`config.mk`:
```
export PLATFORM = sky130hd
export DESIGN_NAME = ptpg_div
export DESIGN_NICKNAME = d
export VERILOG_FILES = /design/src/rtl/ptpg_div.sv
export SDC_FILE = /design/constraint.sdc
export NUM_CORES = 1
export LEC_CHECK = 0
export ABC_CLOCK_PERIOD_IN_PS = 6100
export BUFFER_PORTS_ARGS = -buffer_cell sky130_fd_sc_hd__buf_4
export CORE_AREA = 2 2 124 126
export DETAILED_ROUTE_END_ITERATION = 12
export DIE_AREA = 0 0 126 128
export PLACE_DENSITY_LB_ADDON = 0.2
export SLEW_MARGIN = 20
export SYNTH_ARGS = -nofsm -noshare
export SYNTH_HDL_FRONTEND = slang
export SYNTH_SLANG_ARGS = --single-unit
```
`constraint.sdc`:
```
create_clock -name clock -period 6.1 [get_ports clock]
set_clock_uncertainty 0.15 [all_clocks]
set_input_delay 0 -clock clock [delete_from_list [all_inputs] [get_ports clock]]
set_output_delay 0 -clock clock [all_outputs]
set_load 0.05 [all_outputs]
```
`src/rtl/ptpg_div.sv`:
```
module ptpg_div #(
   parameter int NUM_W = 8,
   parameter int DEN_W = 8
) (
   input  logic             clock,
   input  logic             en,
   input  logic [NUM_W-1:0] num_in,
   input  logic [DEN_W-1:0] den,
   output logic [NUM_W-1:0] quo_out,
   output logic [DEN_W-1:0] rem_out
);

   logic [DEN_W-1:0] rem_ff [NUM_W];
   logic [NUM_W-1:0] num_ff [NUM_W];
   logic [NUM_W-1:0] quo_ff [NUM_W];

   // one quotient bit per stage, restoring
   for (genvar k = 0; k < NUM_W; k++) begin : g_stage
      logic [DEN_W-1:0] rem_p;
      logic [NUM_W-1:0] num_p;
      logic [NUM_W-1:0] quo_p;
      logic [DEN_W:0]   trial;
      logic             ge;

      if (k == 0) begin : g_first
         assign rem_p = '0;
         assign num_p = num_in;
         assign quo_p = '0;
      end else begin : g_next
         assign rem_p = rem_ff[k-1];
         assign num_p = num_ff[k-1];
         assign quo_p = quo_ff[k-1];
      end

      assign trial = {rem_p, num_p[NUM_W-1]};
      assign ge    = trial >= {1'b0, den};

      always_ff @(posedge clock) begin
         if (en) begin
            rem_ff[k] <= ge ? DEN_W'(trial - {1'b0, den}) : trial[DEN_W-1:0];
            num_ff[k] <= num_p << 1;
            quo_ff[k] <= {quo_p[NUM_W-2:0], ge};
         end
      end
   end

   assign quo_out = quo_ff[NUM_W-1];
   assign rem_out = rem_ff[NUM_W-1];

endmodule

```
==> results_dict.tcl <==
set metrics [dict create \
    die_h_um 128 \
    wl_um 14310 \
    synth_top_cell_by_area "edfxtp_1" \
    internal_power_mw 2.503 \
    worstSetupStartpointType "input pin" \
    critPathTopFamily "buffers and inverters" \
    postCtsSetupBuffers 0 \
    num-nets-final 706 \
    numCtsBuffers 17 \
    async_reset_ff_share_pct 0 \
    yosys-top-cells-count "edfxtp_1 (128), ha_1 (58), inv_1 (42)" \
    yosys_warnings 0 \
    grt_pass1_wl_um 22960 \
    syn_area_um2 7317 \
    ys_seq_area_share_pct 52.53 \
    tns_ns 0 \
    gp_congestion 0.9315 \
    drtIter0Drc 312 \
    pwr-share-seq_pct 35.2 \
    fin_crit_sh_pct 46.56 \
    crit_start "den[4]" \
    multi_input_area_um2 3244 \
    maxCapViolations 0 \
    grt.overflow.total 0 \
    min-delay-start "en" \
    cp_max_fo 10 \
    critical-path-max-stage-delay_ns 0.54 \
    htreeDepth 4 \
    drive_above_1_share_pct 18.55 \
    core_um2 14860 \
    clk_pin_slew_ns 0.06 \
    dr.pass1.iters 5 \
    cts_tree "yes" \
    syn_inst 569 \
    grt_pass1_vias 4499 \
    ff2ff_path_depth 5 \
    synth-seq-cells 128 \
    cts.sinks 128 \
    crit_buf_inv 3 \
    ios 34 \
    p_sw_share_pct 32.26 \
    grt_busiest_layer "met2" \
    area_delta_synth_final_pct 16.23 \
    hpwl_um 9600 \
    max_slew_margin_pct 40.90 \
    fillers 1226 \
    status "finished clean" \
    rsz0062_at_grt "false" \
    clkPwrFrac_pct 29.5 \
    viasPerCell 5.726 \
    crit_path_cell_trace "dlygate4sd3_1 -> buf_4 -> inv_1 -> ha_1 -> nand2_1 -> nor3_1 -> a2111oi_0 -> o21a_1 -> mux2_2" \
    cts_hold_buf 13 \
    yosysMostFrequentCell "edfxtp_1" \
    clock_tree.buffer_depth 2 \
    power_leakage_nw 3.347 \
    vias 4718 \
    design_area_um2 8504 \
    endpoint_kind "flip-flop" \
    antennaDiodeCount 0 \
    drc 0 \
    ir_worst_vdd_v 0.0002432 \
    ys_top_cells_by_area "edfxtp_1 (53%), ha_1 (9.9%), mux2_2 (6.2%)" \
    place_area_um2 7740 \
    period_minus_slack_ns 2.840 \
    crit_slowest_cell "dlygate4sd3_1" \
    grtUsageTotal_pct 18.44 \
    syn_area_per_cell_um2 12.86 \
    p_switching_mw 1.192 \
    die_w_um 126 \
    die_area_um2 16130 \
    report.final.slew_viol_count 0 \
    wl_per_cell_um 17.37 \
    cts.root.buffer_cell "clkbuf_16" \
    worstSetupPathType "input pin to flip-flop" \
    floorplan.initialDensity_pct 49.23 \
    ctsResizeCount 0 \
    finalSetupViolations 0 \
    required_ns 6.12 \
    final_util_pct 57.21 \
    tightest_slew_ns 0.8865 \
    port_buffers 33 \
    timing.rr.start "rem_ff[0][21]" \
    syn_nets 652 \
    crit_cells 9 \
    pwr-share-comb_pct 35.3 \
    met1_usage_pct 24.51 \
    min_path_type "input pin to flip-flop" \
    finalHoldViolCount 0 \
    grt_use_met3_pct 3.798 \
    cellPowerDensity_nw_per_um2 434.4 \
    synthFlopType "edfxtp_1" \
    worstHoldPathCells 1 \
    timing.fmax_ghz 0.3521 \
    grt_start_max_net_pins 71 \
    ys_types 49 \
    yosysTopAreaCellShare_pct 52.53 \
    drtAntennaViolNets 0 \
    critPathArrivalTime_ns 2.86 \
    insertion_delay_ns 0.42 \
    use_met2_pct 29.51 \
    antenna_found_initial 0 \
    rows 45 \
    synth_edf_count 128 \
    regArea_um2 3844 \
]
==> state kept, by name (all words and copies together), names as in the netlist <==
name,count
num_ff,28
rem_ff,64
quo_ff,36
==> power by group through the flow <==
stage	sequential [mW]	combinational (mW)	clock (mW)
after CTS	1.30	1.30	1.11
after detailed placement	1.32	1.29	0
after floorplan	1.39	0.943	0
after global placement	1.32	1.25	0
after global routing	1.32	1.43	1.15
final	1.30	1.30	1.09
==> cells by family (layout without fill, tap and decap cells) <==
group           Yosys count  in the layout  share of synthesized area, %
xor+xnor                 21             21                         2.514
mux                      56             56                         8.345
compound gates          129            129                         13.75
fa+ha+maj                65             65                         11.83
simple gates            115            115                         7.900
flops                   128            128                         52.53
buf+inv                  55            122                         3.129
==> metal layers <==
layer  part of all wire (%)  routed length [um]
met3                    4.0                 574
met5                      0                   0
met2                     48                6906
met4                    2.1                 294
met1                     46                6533
==> cell usage in the layout (no fill, tap or decap), types with 3 or more instances in the layout <==
cell / synthesis / final
a2111oi_0: 3 / 3
a211o_1: 9 / 9
a211oi_1: 6 / 6
a211oi_2: 5 / 5
a21o_1: 21 / 21
a21oi_1: 22 / 22
a311o_1: 5 / 5
a31oi_1: 5 / 5
a41oi_1: 3 / 3
buf_4: 5 / 34
bufinv_16: 0 / 4
clkbuf_16: 0 / 17
clkinv_4: 0 / 4
clkinvlp_4: 0 / 3
dlygate4sd3_1: 0 / 13
edfxtp_1: 128 / 128
fa_1: 7 / 7
ha_1: 58 / 58
inv_1: 42 / 42
inv_6: 0 / 3
mux2_2: 40 / 40
mux2i_1: 16 / 16
nand2_1: 12 / 12
nand2b_1: 12 / 12
nand3_1: 14 / 14
nor2_1: 30 / 30
nor2b_1: 9 / 9
nor3_1: 23 / 23
nor3b_1: 3 / 3
nor4_1: 5 / 5
o21a_1: 12 / 12
o21ai_0: 15 / 15
o311a_1: 5 / 5
o31a_1: 7 / 7
xnor2_1: 19 / 19
==> layout make-up <==
class / instances / share of cell area (%)
Clock buffer: 17 / 5.002
Clock inverter: 15 / 2.457
Inverter: 43 / 1.898
Multi-Input combinational cell: 386 / 38.15
Sequential cell: 128 / 45.20
Tap cell: 188 / 2.766
Timing Repair Buffer: 47 / 4.531
==> per-stage QoR <==
stage | hold slack [ns] | instances | power, mW | setup WS (ns)
after detailed placement | 0.02954 | 779 | 2.602 | 3.275
after global placement | 0.02835 | 779 | 2.569 | 3.372
after CTS | 0.01523 | 824 | 3.719 | 3.249
after global routing | 0.04720 | 824 | 3.899 | 3.101
after floorplan | -0.05113 | 569 | 2.331 | 3.759
final | 0.03014 | 824 | 3.694 | 3.260
==> worst paths after layout <==
check,slack (ns),end
max reg2reg,3.39,rem_ff[0][31]
min reg2reg,0.26,quo_ff[1][29]
max,3.26,rem_ff[0][31]
min,0.03,num_ff[0][4]
(Power assumes the default switching activity.)
