<file path="config.mk">
export PLATFORM = sky130hd
export DESIGN_NAME = ptpg_dly
export DESIGN_NICKNAME = d
export VERILOG_FILES = /design/src/rtl/ptpg_dly.sv
export SDC_FILE = /design/constraint.sdc
export NUM_CORES = 1
export LEC_CHECK = 0
export BUFFER_PORTS_ARGS = -buffer_cell sky130_fd_sc_hd__buf_4
export CAP_MARGIN = 10
export CORE_ASPECT_RATIO = 1.5
export CORE_UTILIZATION = 51
export DETAILED_ROUTE_END_ITERATION = 6
export HOLD_SLACK_MARGIN = 0.05
export PLACE_DENSITY = 0.74
export SYNTH_ARGS = -nofsm -noshare
export SYNTH_HDL_FRONTEND = slang
export SYNTH_SLANG_ARGS = --single-unit
</file>
<file path="constraint.sdc">
create_clock -name clock -period 0.8 [get_ports clock]
set_input_delay 0.08 -clock clock [delete_from_list [all_inputs] [get_ports clock]]
set_output_delay 0.08 -clock clock [all_outputs]
set_load 0.1 [all_outputs]
</file>
<file path="src/rtl/ptpg_dly.sv">
module ptpg_dly #(
   parameter int WIDTH = 8,
   parameter int DEPTH = 4
) (
   input  logic             clock,
   input  logic             reset,
   input  logic             en,
   input  logic             valid_in,
   input  logic [WIDTH-1:0] data_in,
   output logic             valid_out,
   output logic [WIDTH-1:0] data_out
);

   logic [WIDTH-1:0] data_ff [DEPTH];
   logic [DEPTH-1:0] vld_ff;

   always_ff @(posedge clock) begin
      if (reset) begin
         vld_ff <= '0;
      end else if (en) begin
         vld_ff <= {vld_ff[DEPTH-2:0], valid_in};
      end
   end

   always_ff @(posedge clock) begin
      if (en) begin
         data_ff[0] <= data_in;
         for (int i = 1; i < DEPTH; i++) begin
            data_ff[i] <= data_ff[i-1];
         end
      end
   end

   assign valid_out = vld_ff[DEPTH-1];
   assign data_out  = data_ff[DEPTH-1];

endmodule

</file>
==> qor.csv, run 1 <==
metric,value,unit
outcome,finished with violations,
violations,negative setup slack,
cts_setup_buffers,0,
setup_viol,9,
drive_gt1_share,32.94,%
hold_path_class,in -> reg,
wl_met2,700,µm
fin_crit_sh,123.5,%
synth_compound_area_share,0,%
final_cell_mix,"32 x edfxtp_1, 12 x buf_4, 11 x dlygate4sd3_1",
die_w,39.94,µm
dr.pass1.iters,1,
worst_r2r_endpoint,data_ff[1][2],
finalHoldViolations,0,
min_from,en,
cts_buffers,5,
postSynthCellCount,45,
fp.dieH,58.91,µm
cp_max_fo,1,
ios,21,
overflow,0,
worst_pin_slew,0.2018,ns
cts_max_level,2,
critical_path_required,0.72,ns
grt_pass1_vias,496,
fin_worst_skew,0.004505,ns
grt_max_degree,24,
hpwl,767.7,µm
place.gp.congestion,0.6277,
clock_sinks,36,
synth_xor_area_share,0,%
fmax,1012,MHz
nFillCells,112,
finalPower,3.413,mW
grt_antenna_before_repair,0,
min_to,vld_ff[1],
grt_first_pass_wirelength,2.035,mm
cp_top_family,flip-flops,
synth_seq_cells,36,
wl_per_cell,12.22,µm
synth_mux_area_share,3.636,%
finalWirelength,1.308,mm
critPathCaptureType,output port,
port-buffer-count,20,
dieArea,0.002352,mm²
drt_iter0_drc,0,
ys_seq_area_share,94.55,%
slew_headroom,86.58,%
path_clk_slew,0.09,ns
drc,0,
fin_nets,96,
layout_commonest_cell,edfxtp_1,
yosys.area_share.simple,1.364,%
r2r_setup_slack,0.17,ns
ant_nets,0,
core_area,0.002027,mm²
clk_latency,0.32,ns
power.density,2269,mW/mm²
cp-start-kind,register,
crit_type,reg -> out,
start_util,54.32,%
synth_top_family_by_area,multiplexers,
viasPerCell,4.701,
cp_cell_sequence,buf_6,
routed.top_layer,met4,
syn_area,0.001101,mm²
post-route-worst-setup-slack,-0.1883,ns
dp_slack,0.06777,ns
dp.cells,88,
cts_tree,done,
synth_warnings,0,
cap_violations,0,
synth_cell_type_count,5,
r2r_cells,0,
syn_nets,57,
cts_max_path_buffers,2,
grt.total_usage,14.35,%
syn2layout_area_growth,36.59,%
rsz0062_at_grt,yes,
antenna-diode-count,0,
stdcell_count,107,
avgSynthCellArea,24.47,µm²
max_stage_delay,0.39,ns
dr_wl_met3,76,µm
crit_buf_inv,1,
root_buffer,clkbuf_4,
fin_crit,0.9883,ns
core.rowCount,20,
routedLengthMet1,513,µm
regToRegStartpoint,data_ff[0][2],
maxSlewViolCount,0,
ir_drop,1.529,mV
min_path_cells,3,
critical-path-slowest-cell,edfxtp_1,
vias,503,
power.leakage,0.5724,nW
synth_fa_ha_area_share,0,%
critPathArrivalTime,0.91,ns
## flip-flops by register name, summed over array words and instances (netlist names)
register	count
data_ff	32
vld_ff	4
## kinds of logic after synthesis
family	Yosys count
AND/OR/NAND/NOR	4
buffers and inverters	1
flip-flops	36
multiplexers	4
## cells in the mapped netlist, drive strengths merged
library cell	number	area share, %
dfxtp	4	7.3
clkbuf	1	0.45
edfxtp	32	87
nor2	4	1.4
mux2i	4	3.6
## where the power goes
part	total, mW	switching, mW	internal, mW	leakage, nW
registers	2.21	0.0331	2.18	0.346
logic	0.366	0.233	0.133	0.199
clock network	0.837	0.499	0.338	0.0269
total	3.41	0.765	2.65	0.572
## through the flow
step	hold WS, ns	instance area (µm²)	utilization (%)	TNS, ns
2_1_floorplan	0.1450	1102	-	-1.594
4_1_cts	0.08813	1504	74.20	-1.815
6_report	0.09892	1504	74.20	-1.589
3_5_place_dp	0.2593	1303	64.26	0
5_1_grt	0.09538	1504	74.20	-2.112
3_3_place_gp	0.2579	1303	64.26	0
## final cells by class
type	count	area, µm²	share of cell area, %
timing repair buffer	33	330.3	21.96
sequential	36	1042	69.30
tap	22	27.53	1.830
clock inverter	1	3.754	0.2496
clock buffer	7	45.04	2.995
multi-input combinational	8	55.05	3.661
## worst max path at each step
stage	startpoint	to	slack, ns	cells past startpoint
2_1_floorplan	data_ff[3][0]	data_out[0]	-0.18	0
6_report	data_ff[3][7]	data_out[7]	-0.19	1
3_5_place_dp	en	data_ff[1][5]	0.07	2
4_1_cts	data_ff[3][7]	data_out[7]	-0.21	1
3_3_place_gp	en	data_ff[2][5]	0.08	2
5_1_grt	data_ff[3][3]	data_out[3]	-0.26	1
## timing repair
item,CTS,global route
hold buffers,11,0
setup endpoints to repair,9,9
endpoints found under the hold margin,13,0
gates resized for setup,11,0
## metal layers
layer	GRT usage, %	vias to the layer above
li1	-	251
met1	14.25	228
met2	21.20	22
met3	10.57	2
met4	7.389	0
met5	0	-
Note: power is estimated with default switching activity, not from simulation.
==> run 2, diff against run 1 <==
CORE_ASPECT_RATIO = 0.9   (was 1.5)
==> run 2 against run 1 <==
Against the previous run:
- the run still ends with negative setup slack left
- largest cell class unchanged
- sequential share of layout area is 1.1 points lower
- largest power group unchanged
- first-iteration DRC count is 14 higher
- clock skew is 0.00076 ns higher
- final area is 1.6% higher
- sequential power hardly changed
- fmax is 0.53% lower
- power is 3.5% higher
- utilization is 3.3 points higher
==> qor.csv, run 2 (synthesis gave the netlist of run 1 again) <==
metric,value,unit,change
overflow,0,,unchanged
critPathArrivalTime,0.91,ns,about the same
ios,21,,unchanged
fmax,1006,MHz,-0.53%
p_sw_share,22.65,%,+0.24 points
cp_top_family,flip-flops,,
cts_buffers,5,,unchanged
cap_violations,0,,unchanged
fin_util,77.52,%,+3.3 points
fin_crit_sh,124.2,%,+0.66 points
pwr-share-clk,26.9,%,+2.4 points
syn2layout_area_growth,38.75,%,
path_clk_slew,0.10,ns,about the same
setup_viol,10,,+1
max_stage_delay,0.40,ns,about the same
switchingPower,0.7999,mW,+4.6%
ant_nets,0,,unchanged
combPwrFrac,10.5,%,-0.2 points
cp-start-kind,register,,
grt_pass1_vias,479,,-3.4%
fin_nets,97,,+1.0%
fin_crit,0.9936,ns,+0.005252 ns
dieArea,0.002349,mm²,-0.15%
viasPerCell,4.694,,-0.15%
maxSlewViolCount,0,,unchanged
grt_max_degree,17,,-29%
critPathCaptureType,output port,,
final_area,0.001528,mm²,+1.6%
top_regs,"data_ff x32, vld_ff x4",,
grt_antenna_before_repair,0,,unchanged
root_buffer,clkbuf_4,,
finalHoldViolations,0,,unchanged
cts_tree,done,,
start_util,55.87,%,+1.6 points
slew_headroom,89.07,%,+2.5 points
top_register,data_ff,,
vias,521,,+3.6%
p_int,2.732,mW,+3.2%
fin_worst_skew,0.005268,ns,+0.0007628 ns
drive_gt1_share,37.21,%,+4.3 points
largest_register_ffs,32,,unchanged
dr.pass1.iters,4,,+3
fp.dieH,46.08,µm,-22%
clock_sinks,36,,unchanged
crit_type,reg -> out,,
crit_buf_inv,1,,unchanged
cp_cell_sequence,buf_6,,
core_area,0.001971,mm²,-2.8%
clk_latency,0.31,ns,about the same
outcome,finished with violations,,
critical_path_required,0.72,ns,about the same
violations,negative setup slack,,
hold_path_class,in -> reg,,
final_cell_mix,"32 x edfxtp_1, 13 x buf_4, 11 x dlygate4sd3_1",,
cts_max_level,2,,unchanged
drc,0,,unchanged
core.rowCount,15,,-25%
grt.total_usage,12.99,%,-1.4 points
holdWs,0.1197,ns,+0.02079 ns
power.leakage,0.5883,nW,+2.8%
wl_per_cell,11.90,µm,-2.6%
post-route-worst-setup-slack,-0.1936,ns,-0.005252 ns
cts_max_path_buffers,2,,unchanged
grt_first_pass_wirelength,1.945,mm,-4.4%
dpl_cell_area,0.001314,mm²,+0.86%
worst_pin_slew,0.1594,ns,-0.04241 ns
ir_drop,1.876,mV,+23%
finalWirelength,1.321,mm,+0.99%
rsz0062_at_grt,yes,,
die_w,50.98,µm,+28%
layout_commonest_cell,edfxtp_1,,
seqPwrFrac,62.6,%,-2.2 points
power.density,2312,mW/mm²,+1.9%
finalPower,3.532,mW,+3.5%
port-buffer-count,20,,unchanged
cp_max_fo,1,,unchanged
antenna-diode-count,0,,unchanged
drt_iter0_drc,14,,+14
critical-path-slowest-cell,edfxtp_1,,
-- run 2: cell count changes in the layout (fill, tap and decap cells not counted), sizes merged --
cell	before	now
buf	22	23
clkbuf	7	6
clkinv	1	2
-- run 2: power by group through the flow --
| stage | clock network, mW | registers (mW) | logic (mW) |
|---|---|---|---|
| 2_1_floorplan | 0 | 2.41 | 0.0162 |
| 6_report | 0.950 | 2.21 | 0.371 |
| 5_1_grt | 1.07 | 2.22 | 0.384 |
| 3_5_place_dp | 0 | 2.25 | 0.311 |
| 3_3_place_gp | 0 | 2.24 | 0.306 |
| 4_1_cts | 0.985 | 2.21 | 0.369 |
-- run 2: stage by stage --
stage,cells,TNS [ns],setup WS (ns)
after floorplan,45,-1.594,-0.1840
after global placement,92,0,0.08778
after detailed placement,92,0,0.08074
after CTS,111,-1.804,-0.2277
after global routing,111,-1.988,-0.2425
final,111,-1.593,-0.1936
-- run 2: worst paths after layout --
path / slack [ns] / depth (start not counted) / endpoint / from
hold reg to reg: 0.42 / 0 / data_ff[2][5] / data_ff[1][5]
setup reg to reg: 0.15 / 2 / vld_ff[0] / vld_ff[0]
setup / recovery: -0.19 / 1 / data_out[1] / data_ff[3][1]
hold / removal: 0.12 / 3 / vld_ff[3] / en
-- run 2: layout make-up --
cell class / count / area [µm²]
Clock buffer: 6 / 51.30
Timing Repair Buffer: 34 / 337.8
Multi-Input combinational cell: 8 / 55.05
Clock inverter: 2 / 10.01
Fill cell: 104 / 442.9
Sequential cell: 36 / 1042
Tap cell: 25 / 31.28
-- run 2: metal layers --
metal / global-route usage (%) / vias to the layer above / routed length, µm
li1: - / 251 / -
met4: 8.333 / 0 / 6
met3: 6.271 / 2 / 78
met1: 12.41 / 246 / 517
met2: 22.63 / 22 / 718
met5: 0 / - / 0
-- run 2: timing repair --
action / 4_1_cts / 5_1_grt
hold buffers: 11 / 0
gates resized for setup: 11 / 0
cloned: 0 / 0
pin swaps: 0 / 0
endpoints found under the hold margin: 13 / 0
setup endpoints to repair: 9 / 9
buffers inserted: 0 / 0
